$ cat src/sv/cfls_pkg.sv
// Package for the credit fair link scheduler: command and status codes,
// register addresses, request/result payload and link table entry structs. No dependencies.
package cfls_pkg;

  localparam logic [2:0] CMD_LINK_UP   = 3'd0;
  localparam logic [2:0] CMD_LINK_DOWN = 3'd1;
  localparam logic [2:0] CMD_ENQUEUE   = 3'd2;
  localparam logic [2:0] CMD_ISSUE     = 3'd3;
  localparam logic [2:0] CMD_COMPLETED = 3'd4;
  localparam logic [2:0] CMD_SET_PARK  = 3'd5;

  localparam logic [2:0] ST_OK        = 3'd0;
  localparam logic [2:0] ST_NOT_FOUND = 3'd1;
  localparam logic [2:0] ST_FULL      = 3'd2;
  localparam logic [2:0] ST_NO_LINKS  = 3'd3;
  localparam logic [2:0] ST_NOT_ALLOW = 3'd4;
  localparam logic [2:0] ST_NO_CREDIT = 3'd5;
  localparam logic [2:0] ST_REFUSED   = 3'd6;

  localparam logic [0:0] REG_BUFFERS   = 1'd0;
  localparam logic [0:0] REG_BROADCAST = 1'd1;

  typedef struct packed {
    logic [2:0]  cmd;
    logic [11:0] handle;
    logic        parked;
    logic [7:0]  count;
    logic        link_accepts;
  } req_t;

  typedef struct packed {
    logic [2:0]  status;
    logic        sent;
    logic [11:0] send_handle;
    logic [7:0]  credits;
  } rsp_t;

  typedef struct packed {
    logic [11:0] handle;
    logic [7:0]  queued;
    logic [7:0]  in_flight;
    logic        parked;
  } entry_t;

endpackage

$ cat src/sv/credit_fair_link_scheduler.sv
// Credit fair link scheduler: link table in one synchronous memory, walked
// by a sequencer one entry per cycle. Depends on cfls_pkg.
//
// Link down does a full search and then compacts the table, reading each later
// entry and writing it one slot down. Issue next with nothing queued fetches
// entry 0 as an extra step.
// busy is high from acceptance until the strobe; the next request can be
// accepted at the edge that ends the strobe. The result cannot be stalled.
// Reset (rst, synchronous) empties the table, clears credits in use and
// the last sender, and loads controller_buffers=8, broadcast_handle=0.
module credit_fair_link_scheduler #(
  parameter int MAX_LINKS = 8
) (
  input  logic              clk,
  input  logic              rst,
  input  logic              start,
  output logic              busy,
  input  cfls_pkg::req_t    req,
  output logic              done,
  output cfls_pkg::rsp_t    rsp,
  input  logic              psel,
  input  logic              penable,
  input  logic              pwrite,
  input  logic [2:0]        paddr,
  input  logic [31:0]       pwdata,
  output logic [31:0]       prdata,
  output logic              pready
);
  import cfls_pkg::*;

  localparam int IW = (MAX_LINKS > 1) ? $clog2(MAX_LINKS) : 1;
  localparam int CW = $clog2(MAX_LINKS + 1);

  typedef enum logic [2:0] {
    S_IDLE, S_SCAN, S_FETCH, S_ACT, S_SHIFT, S_DONE
  } state_t;

  // Link table: one entry per link, registered read.
  entry_t mem [MAX_LINKS];
  entry_t rd_data;
  logic [IW-1:0] rd_addr;
  logic          wr_en;
  logic [IW-1:0] wr_addr;
  entry_t        wr_data;

  always_ff @(posedge clk) begin
    if (wr_en) begin
      mem[wr_addr] <= wr_data;
    end
    rd_data <= mem[rd_addr];
  end

  // Configuration registers.
  logic [7:0]  controller_buffers;
  logic [11:0] broadcast_handle;
  assign pready = 1'b1;
  always_ff @(posedge clk) begin
    if (rst) begin
      controller_buffers <= 8'd8;
      broadcast_handle   <= 12'd0;
    end else if (psel && penable && pwrite) begin
      case (paddr[2])
        REG_BROADCAST: broadcast_handle   <= pwdata[11:0];
        default:       controller_buffers <= pwdata[7:0];
      endcase
    end
  end
  always_comb begin
    case (paddr[2])
      REG_BROADCAST: prdata = {20'd0, broadcast_handle};
      default:       prdata = {24'd0, controller_buffers};
    endcase
  end

  state_t        state;
  req_t          cur;
  logic [CW-1:0] link_total;
  logic [IW-1:0] last_sender;
  logic [7:0]    outstanding;
  logic [CW-1:0] k;        // entries issued to the read port
  logic [IW-1:0] idx;      // entry whose data returns this cycle
  logic          rvalid;
  logic          have;
  logic [IW-1:0] best;
  entry_t        best_e;
  logic [IW-1:0] shift_i;

  // Next scan address, circular over the table.
  logic [IW-1:0] scan_addr;
  logic [IW-1:0] scan_first;
  always_comb begin
    if (CW'(last_sender) + CW'(1) >= link_total || link_total <= CW'(1))
      scan_first = '0;
    else
      scan_first = last_sender + IW'(1);
  end

  logic [7:0] free;
  assign free = (controller_buffers > outstanding) ? controller_buffers - outstanding : 8'd0;

  logic is_scan;
  assign is_scan = (cur.cmd == CMD_ISSUE);

  // Candidate test for returning data.
  logic hit;
  always_comb begin
    if (is_scan)
      hit = (rd_data.queued != 8'd0) && (!have || rd_data.in_flight < best_e.in_flight);
    else
      hit = !have && (rd_data.handle == cur.handle);
  end

  logic [IW-1:0] nxt_wrap;
  assign nxt_wrap = (CW'(scan_addr) + CW'(1) >= link_total) ? '0
                    : scan_addr + IW'(1);

  always_comb begin
    rd_addr = scan_addr;
    if (state == S_FETCH || state == S_SHIFT) rd_addr = shift_i;
    if (state == S_SHIFT) rd_addr = shift_i + IW'(1);
  end

  always_ff @(posedge clk) begin
    wr_en <= 1'b0;
    done  <= 1'b0;
    if (rst) begin
      state       <= S_IDLE;
      busy        <= 1'b0;
      link_total  <= '0;
      last_sender <= '0;
      outstanding <= '0;
      rvalid      <= 1'b0;
    end else begin
      case (state)
        S_IDLE: begin
          if (start) begin
            cur    <= req;
            busy   <= 1'b1;
            have   <= 1'b0;
            best   <= '0;
            k      <= '0;
            rvalid <= 1'b0;
            scan_addr <= (req.cmd == CMD_ISSUE) ? scan_first : '0;
            rsp    <= '0;
            state  <= S_SCAN;
          end
        end
        S_SCAN: begin
          // One read issued and one compared per cycle.
          rvalid <= (k < link_total);
          idx    <= scan_addr;
          if (k < link_total) begin
            k         <= k + CW'(1);
            scan_addr <= nxt_wrap;
          end
          if (rvalid && hit) begin
            have   <= 1'b1;
            best   <= idx;
            best_e <= rd_data;
          end
          if (k == link_total && !rvalid) begin
            shift_i <= best;
            state   <= (is_scan && !have) ? S_FETCH : S_ACT;
          end
        end
        S_FETCH: begin
          // No queued link: entry 0 is the pick.
          shift_i <= '0;
          best    <= '0;
          state   <= S_ACT;
        end
        S_ACT: begin
          if (is_scan && !have) best_e <= rd_data;
          state <= S_DONE;
          case (cur.cmd)
            CMD_LINK_UP: begin
              if (link_total >= CW'(MAX_LINKS)) rsp.status <= ST_FULL;
              else begin
                wr_en   <= 1'b1;
                wr_addr <= link_total[IW-1:0];
                wr_data <= '{handle: cur.handle, queued: 8'd0, in_flight: 8'd0,
                             parked: cur.parked};
                link_total <= link_total + CW'(1);
              end
            end
            CMD_LINK_DOWN: begin
              if (!have) rsp.status <= ST_NOT_FOUND;
              else begin
                outstanding <= (outstanding > best_e.in_flight) ?
                               outstanding - best_e.in_flight : 8'd0;
                if (best == last_sender) last_sender <= '0;
                else if (best < last_sender) last_sender <= last_sender - IW'(1);
                shift_i <= best;
                state   <= S_SHIFT;
                rvalid  <= 1'b0;
              end
            end
            CMD_ENQUEUE: begin
              if (!have) rsp.status <= ST_NOT_FOUND;
              else if (best_e.queued != 8'hFF) begin
                wr_en   <= 1'b1;
                wr_addr <= best;
                wr_data <= '{handle: best_e.handle, queued: best_e.queued + 8'd1,
                             in_flight: best_e.in_flight, parked: best_e.parked};
              end
            end
            CMD_COMPLETED: begin
              if (!have || best_e.in_flight == 8'd0) rsp.status <= ST_NOT_FOUND;
              else begin
                wr_en   <= 1'b1;
                wr_addr <= best;
                wr_data <= '{handle: best_e.handle, queued: best_e.queued,
                             in_flight: (best_e.in_flight > cur.count) ?
                                        best_e.in_flight - cur.count : 8'd0,
                             parked: best_e.parked};
                outstanding <= (outstanding > cur.count) ? outstanding - cur.count : 8'd0;
              end
            end
            CMD_SET_PARK: begin
              if (link_total < CW'(2)) rsp.status <= ST_NOT_ALLOW;
              else if (!have) rsp.status <= ST_NOT_FOUND;
              else begin
                wr_en   <= 1'b1;
                wr_addr <= best;
                wr_data <= '{handle: best_e.handle, queued: best_e.queued,
                             in_flight: best_e.in_flight, parked: cur.parked};
              end
            end
            CMD_ISSUE: begin
              if (link_total == '0) rsp.status <= ST_NO_LINKS;
              else begin
                // best_e holds the pick unless nothing was queued; then the
                // entry 0 read is in rd_data.
                automatic entry_t e = have ? best_e : rd_data;
                rsp.send_handle <= e.handle;
                if (free == 8'd0 || e.queued == 8'd0) rsp.status <= ST_NO_CREDIT;
                else if ((e.parked && e.handle != broadcast_handle) ||
                         !({1'b0, e.in_flight} + 9'd1 < {1'b0, controller_buffers}))
                  rsp.status <= ST_NOT_ALLOW;
                else begin
                  last_sender <= best;
                  if (!cur.link_accepts) rsp.status <= ST_REFUSED;
                  else begin
                    rsp.sent <= 1'b1;
                    wr_en    <= 1'b1;
                    wr_addr  <= best;
                    wr_data  <= '{handle: e.handle, queued: e.queued - 8'd1,
                                  in_flight: (e.in_flight != 8'hFF) ?
                                             e.in_flight + 8'd1 : e.in_flight,
                                  parked: e.parked};
                    if (outstanding != 8'hFF) outstanding <= outstanding + 8'd1;
                  end
                end
              end
            end
            default: rsp.status <= ST_NOT_ALLOW;
          endcase
        end
        S_SHIFT: begin
          // Compaction: read entry i+1, then write it to i.
          rvalid <= 1'b0;
          if (rvalid) begin
            wr_en   <= 1'b1;
            wr_addr <= shift_i;
            wr_data <= rd_data;
            shift_i <= shift_i + IW'(1);
          end else if (CW'(shift_i) + CW'(1) < link_total) begin
            rvalid <= 1'b1;
          end else begin
            link_total <= link_total - CW'(1);
            state      <= S_DONE;
          end
        end
        S_DONE: begin
          rsp.credits <= free;
          done  <= 1'b1;
          busy  <= 1'b0;
          state <= S_IDLE;
        end
        default: state <= S_IDLE;
      endcase
    end
  end
endmodule
$ cat config.mk
export PLATFORM = sky130hd
export DESIGN_NAME = credit_fair_link_scheduler
export DESIGN_NICKNAME = d
export VERILOG_FILES = /design/src/sv/cfls_pkg.sv /design/src/sv/credit_fair_link_scheduler.sv
export SDC_FILE = /design/constraint.sdc
export NUM_CORES = 1
export LEC_CHECK = 0
export ABC_AREA = 0
export BUFFER_PORTS_ARGS = -buffer_cell sky130_fd_sc_hd__buf_2
export CORE_ASPECT_RATIO = 1.5
export CORE_MARGIN = 5
export CORE_UTILIZATION = 50
export CTS_CLUSTER_DIAMETER = 60
export DETAILED_ROUTE_END_ITERATION = 10
export PLACE_DENSITY_LB_ADDON = 0.2
export SYNTH_ARGS = -nofsm -noshare
export SYNTH_HDL_FRONTEND = slang
export SYNTH_SLANG_ARGS = --single-unit
$ cat constraint.sdc
create_clock -name clk -period 12.8 [get_ports clk]
set_clock_uncertainty 0.15 [all_clocks]
set_input_delay 2.56 -clock clk [delete_from_list [all_inputs] [get_ports clk]]
set_output_delay 2.56 -clock clk [all_outputs]
set_load 0.02 [all_outputs]
==> results of run 1 <==
## kinds of logic (layout without fill, tap and decap cells)
| kind of cell | count (synthesis) | count (layout) | synth area share |
|---|---|---|---|
| DFF | 430 | 430 | 0.588 |
| and+or+nand+nor | 413 | 413 | 0.0943 |
| AOI/OAI and AO/OA | 332 | 332 | 0.0977 |
| buffers and inverters | 154 | 243 | 0.0331 |
| muxes | 135 | 135 | 0.103 |
| adders and majority gates | 82 | 82 | 0.0507 |
| xor gates and xnor gates | 78 | 78 | 0.0329 |
| other | 2 | 21 | 0.000362 |
## cell usage after synthesis, types with 6 or more instances
library cell,n,area [um^2]
a21oi_1,129,646
o31ai_1,8,60.1
a22o_1,8,70.1
edfxtp_1,359,10800
mux2_2,40,450
nand3_1,23,115
a21o_1,11,82.6
a211oi_1,19,143
xnor2_1,47,412
and2_1,15,93.8
o21a_1,7,52.6
nand2_1,116,435
mux4_2,58,1310
buf_1,14,52.6
nor2b_1,18,113
dfxtp_1,71,1420
nor3_1,19,95.1
nand2b_1,22,138
clkbuf_1,47,176
nand4_1,20,125
a221oi_1,11,96.3
or4_1,11,82.6
xor2_1,31,272
nor4_1,10,62.6
inv_1,64,240
buf_4,21,158
o21bai_1,7,52.6
o21ai_0,77,385
nor2_1,134,503
o211ai_1,7,52.6
ha_1,77,963
a31oi_1,7,43.8
buf_2,6,30.0
mux2i_1,33,330
## routing by layer
metal | part of all wire | wire [um] | vias to the layer above
met1 | 0.39 | 19900 | 6655
met2 | 0.51 | 26400 | 460
met3 | 0.052 | 2680 | 128
met4 | 0.049 | 2510 | 0
li1 | - | - | 6222
met5 | 0 | 0 | -
## stage by stage
stage / util / power, W
finish: 0.561 / 0.00372
global route: 0.561 / 0.00389
detailed placement: 0.530 / 0.00257
floorplan: - / 0.00233
CTS: 0.561 / 0.00375
global placement: 0.530 / 0.00255
## power by group
| group | switching [W] | internal, W | leakage (nW) |
|---|---|---|---|
| Combinational | 0.000432 | 0.000343 | 3.59 |
| Sequential | 0.000127 | 0.00164 | 3.84 |
| Clock | 0.000522 | 0.000656 | 0.610 |
| Total | 0.00108 | 0.00264 | 8.04 |
## worst max-delay path: stages
cell,delay [ns]
buf_2,0.27
nand2_1,0.09
o21ai_0,0.10
buf_2,0.20
## flip-flops by register name, summed over array words and instances (netlist names), 12 cells and up
signal,cells
broadcast_handle,12
rsp,24
cur,25
rd_data,29
mem,232
wr_data,29
best_e,29
## how the worst min path moves through the flow
stage | from | to
final | rd_data[0]$_DFF_P_ | best_e[0]$_DFFE_PP_
after global routing | rd_data[0]$_DFF_P_ | best_e[0]$_DFFE_PP_
after floorplan | rd_data[0]$_DFF_P_ | best_e[0]$_DFFE_PP_
after detailed placement | rd_data[0]$_DFF_P_ | best_e[0]$_DFFE_PP_
after CTS | rd_data[0]$_DFF_P_ | best_e[0]$_DFFE_PP_
after global placement | rd_data[0]$_DFF_P_ | best_e[0]$_DFFE_PP_
## cell type report
class | instances | area share
flip-flops and latches | 430 | 0.529
well taps | 558 | 0.0303
multi-input cells | 1061 | 0.350
clock buffers | 53 | 0.0464
inverters | 64 | 0.0104
clock inverters | 21 | 0.00927
repair buffers | 105 | 0.0254
==> qor.txt, run 1 <==
Status -> finished clean
Fin area -> 23100 um^2
Post-Syn Area -> 20800 um^2
Overflow after GRT -> 0
Fin. max-slew vios -> 0
Post-synthesis sequential area ratio -> 0.588
Post-route ant nets -> 0
N_diodes -> 0
Number of global-route vias before repair -> 13400
Placed cell area -> 21800 um^2
TritonCTS clock tree -> done
Async S/R FF share, synth -> 0
Die W -> 176 um
Die height -> 260 um
Post-detail-place hpwl -> 33900 um
Layout fillers -> 3368
Pwr/cell area -> 161 nW/um^2
Post-route insts no fill -> 2292
Final critical-path share of the clock period -> 0.464
Final hold violations -> 0
VDD IR max -> 0.0849 mV
Clk sinks -> 430
DP Cell Count -> 2218
Largest net degree at the start of global routing -> 59
I/O pin cnt -> 125
Per-cell routed wire length -> 22.5 um
Worst r2r dst -> wr_data[9]$_DFFE_PP_
GR Util met3 -> 0.0304
CP startpoint -> paddr[2]
FP Rows -> 91
Endpoint type of the worst setup path -> output pin
Setup Fix Bufs, Post-CTS -> 0
WL final -> 51500 um
Clk root buf -> clkbuf_16
Worst path required time -> 10.09 ns
Synthesized instance count -> 1626
Most used cells in the layout excluding fill and tap cells -> 359 x edfxtp_1, 128 x a21oi_1, 126 x nor2_1
Setup_tns -> 0 ns
WS Path Type -> input port to output pin
Layout cells sized above 1 -> 0.164
Area growth from synthesis to layout -> 11.1%
Area of the multi-input gates -> 8070 um^2
Max_cap viols -> 0
Worst slew pin tran -> 1.03 ns
Clock Latency Late Sink -> 0.56 ns
First drt pass iteration count -> 5
Pre-CTS WS -> 6.85 ns
Clock slew at reported path FFs -> 0.06 ns
Initial Util -> 0.505
DR DRC count -> 0
LEAKAGE -> 8.04 nW
R2R depth -> 16
Crit-path max FO -> 23
Vias/cell -> 5.87
Reg2reg start -> have$_DFFE_PP_
Yosys warns -> 0
Critical path data arrival time -> 3.22 ns
Die area -> 45800 um^2
Flop-to-flop setup slack -> 7.33 ns
FF+latch area -> 12200 um^2
Total number of vias -> 13500
Fin crit period -> 5.93 ns
Top_reg_cell synth -> edfxtp_1
Met2 Track Usage GR -> 0.394
Core area -> 41100 um^2
Distinct cells, synth -> 71
PostCTS Resize Cnt -> 0
Port Buf Inserts -> 81
Initial antenna violation count -> 0
Hold Path Class -> flip-flop to flip-flop
RSZ-0062 raised after global routing -> no
Final setup violation count -> 0
Final GP Congestion -> 0.877
H-tree levels -> 2
First-pass GRT wire length -> 78000 um
Commonest non-fill, non-tap cell in the layout -> edfxtp_1
Initial DRC count -> 970
Clock Path Buffers -> 3
CP Launch Type -> input port
Worst hold stages -> 0
Total GRT Usage -> 0.222
Slew HR -> 0.311
Fmax -> 169 MHz
Grt met1 use -> 0.268
Global route hottest layer -> met2
Post-cts hold buffer count -> 0
Number of enable flip-flop cells after synthesis -> 359
Worst hold slack -> 0.323 ns
Avg Synthesized Cell Area -> 12.8 um^2
Yosys reg bits -> 430
CTS Buf Count -> 40
Worst setup endpoint -> prdata[6]
Final setup margin -> 6.87 ns
Final #Nets -> 1849
No activity file was read; power rests on OpenSTA's default activity.
==> inputs of run 2 (changes only) <==
==> constraint.sdc (replaced) <==
create_clock -name clk -period 6 [get_ports clk]
set_clock_uncertainty 0.15 [all_clocks]
set_input_delay 1.2 -clock clk [delete_from_list [all_inputs] [get_ports clk]]
set_output_delay 1.2 -clock clk [all_outputs]
set_load 0.02 [all_outputs]
==> run 2 against run 1 <==
  * Worst hold slack worse by 0.0046 ns
  * Sequential power is 110% higher
  * Sequential share of layout area is 0.080 points lower
  * Die area stayed put
  * Global-route usage is 0.15 points lower
  * Combinational power is 110% higher
  * Total power is 110% higher
  * Clock power is 110% higher
  * Register-to-register slack worse by 6.1 ns
  * First-iteration DRC count is 8.4% higher
  * Utilization is 0.085 points higher
  * Largest cell class unchanged
  * Largest power group unchanged
==> qor.txt, run 2 (same netlist as run 1, synthesis figures left out) <==
Setup Fix Bufs, Post-CTS -> 0 (unchanged)
Die area -> 45800 um^2 (unchanged)
Overflow after GRT -> 0 (unchanged)
TritonCTS clock tree -> done
Max incr delay on CP -> 0.68 ns (+0.41 ns)
Die W -> 176 um (unchanged)
Final critical-path share of the clock period -> 0.802
Critical path data arrival time -> 4.84 ns (+1.62 ns)
Final hold violations -> 0 (unchanged)
Largest net degree at the start of global routing -> 53 (-10%)
Status -> finished clean
CP Launch Type -> flip-flop
Total GRT Usage -> 0.221 (-0.00151)
H-tree levels -> 2 (unchanged)
Pre-CTS WS -> 1.24 ns (-5.61 ns)
Final setup margin -> 1.19 ns (-5.68 ns)
WL final -> 51100 um (-0.86%)
Fin crit period -> 4.81 ns
VDD IR max -> 0.172 mV (+100%)
Worst path cell trace -> buf_4, mux2_2, ha_1, nand4_1, nand2_1, and2_1, xor2_1, inv_1, ha_1, a211oi_1, a31oi_1, nor3_4, a31oi_4, or4_1, a21oi_4, buf_4
Worst path slowest cell -> or4_1
Crit path max-delay family -> simple AND/OR/NAND/NOR gates
FP Rows -> 91 (unchanged)
RSZ-0062 raised after global routing -> no
Max_cap viols -> 0 (unchanged)
Post-detail-place hpwl -> 34300 um (+1.0%)
Fmax -> 208 MHz
Clock Path Buffers -> 3 (unchanged)
Clock Latency Late Sink -> 0.56 ns (about the same)
PostCTS Resize Cnt -> 0 (unchanged)
CTS Buf Count -> 41 (+2.5%)
Final GP Congestion -> 0.900 (+2.6%)
FF+latch area -> 12200 um^2 (unchanged)
Worst path required time -> 6.03 ns (-4.06 ns)
Area of the multi-input gates -> 8070 um^2 (unchanged)
Crit path buf inv count -> 3 (+1)
Port Buf Inserts -> 81 (unchanged)
N_diodes -> 0 (unchanged)
Clk sinks -> 430 (unchanged)
Total number of vias -> 13400 (-0.75%)
DR DRC count -> 0 (unchanged)
Layout cells sized above 1 -> 0.166 (+0.00260)
Die height -> 260 um (unchanged)
Top reg by flops -> mem
Vias/cell -> 5.82 (-0.88%)
Initial DRC count -> 1051 (+8.4%)
Per-cell routed wire length -> 22.3 um (-0.99%)
Post-route ant nets -> 0 (unchanged)
Fin. max-slew vios -> 0 (unchanged)
Hold Path Class -> flip-flop to flip-flop
Number of global-route vias before repair -> 13300 (-0.85%)
Final #Nets -> 1851 (+0.11%)
Slew HR -> 0.306 (-0.00510)
Initial antenna violation count -> 0 (unchanged)
Core area -> 41100 um^2 (unchanged)
Crit-path max FO -> 32 (+39%)
First drt pass iteration count -> 7 (+2)
Worst slew pin tran -> 1.04 ns (+0.00763 ns)
Layout fillers -> 3312 (-1.7%)
Endpoint type of the worst setup path -> flip-flop
Area growth from synthesis to layout -> 11.3%
Initial Util -> 0.505 (unchanged)
WS Path Type -> flip-flop to flip-flop
Largest register FFs -> 232 (unchanged)
Setup_tns -> 0 ns (unchanged)
Clock slew at reported path FFs -> 0.06 ns (about the same)
Clk root buf -> clkbuf_16
LEAKAGE -> 8.08 nW (+0.40%)
Commonest non-fill, non-tap cell in the layout -> edfxtp_1
Final setup violation count -> 0 (unchanged)
Most used cells in the layout excluding fill and tap cells -> 359 x edfxtp_1, 128 x a21oi_1, 126 x nor2_1
Pwr/cell area -> 343 nW/um^2 (+110%)
I/O pin cnt -> 125 (unchanged)
Post-cts hold buffer count -> 0 (unchanged)
First-pass GRT wire length -> 77700 um (-0.31%)
==> run 2: layer usage <==
layer,vias up,wire length (um),GRT usage
met5,-,0,0
met4,0,2060,0.0849
met3,112,2880,0.0302
met2,439,26200,0.393
met1,6578,20000,0.272
li1,6235,-,-
==> run 2: area by class of cell <==
| type | count | area share |
|---|---|---|
| timing repair buffer | 106 | 0.0262 |
| inverter | 64 | 0.0104 |
| sequential | 430 | 0.528 |
| clock buffer | 58 | 0.0496 |
| tap | 558 | 0.0302 |
| clock inverter | 18 | 0.00660 |
| multi-input combinational | 1061 | 0.349 |
==> run 2: worst paths after layout <==
path | startpoint | to | slack (ns) | cells after the start
setup reg to reg | have$_DFFE_PP_ | wr_data[11]$_DFFE_PP_ | 1.19 | 16
setup / recovery | have$_DFFE_PP_ | wr_data[11]$_DFFE_PP_ | 1.19 | 16
hold / removal | rd_data[0]$_DFF_P_ | best_e[0]$_DFFE_PP_ | 0.32 | 0
hold reg to reg | rd_data[0]$_DFF_P_ | best_e[0]$_DFFE_PP_ | 0.32 | 0
==> run 2: through the flow <==
step           instance area [um^2]  hold WS [ns]  utilization  power (W)  std cells
2_1_floorplan                 20800         0.279            -    0.00498       1645
3_3_place_gp                  21800         0.292        0.531    0.00545       2219
3_5_place_dp                  21800         0.305        0.531    0.00548       2219
4_1_cts                       23100         0.320        0.562    0.00800       2295
5_1_grt                       23100         0.338        0.562    0.00830       2295
6_report                      23100         0.318        0.562    0.00793       2295
==> run 2: power breakdown <==
part           total, W  leakage [nW]  switching, W  internal [W]
Clock           0.00252         0.634       0.00112       0.00140
Combinational   0.00163          3.60      0.000898      0.000736
Sequential      0.00379          3.84      0.000279       0.00351
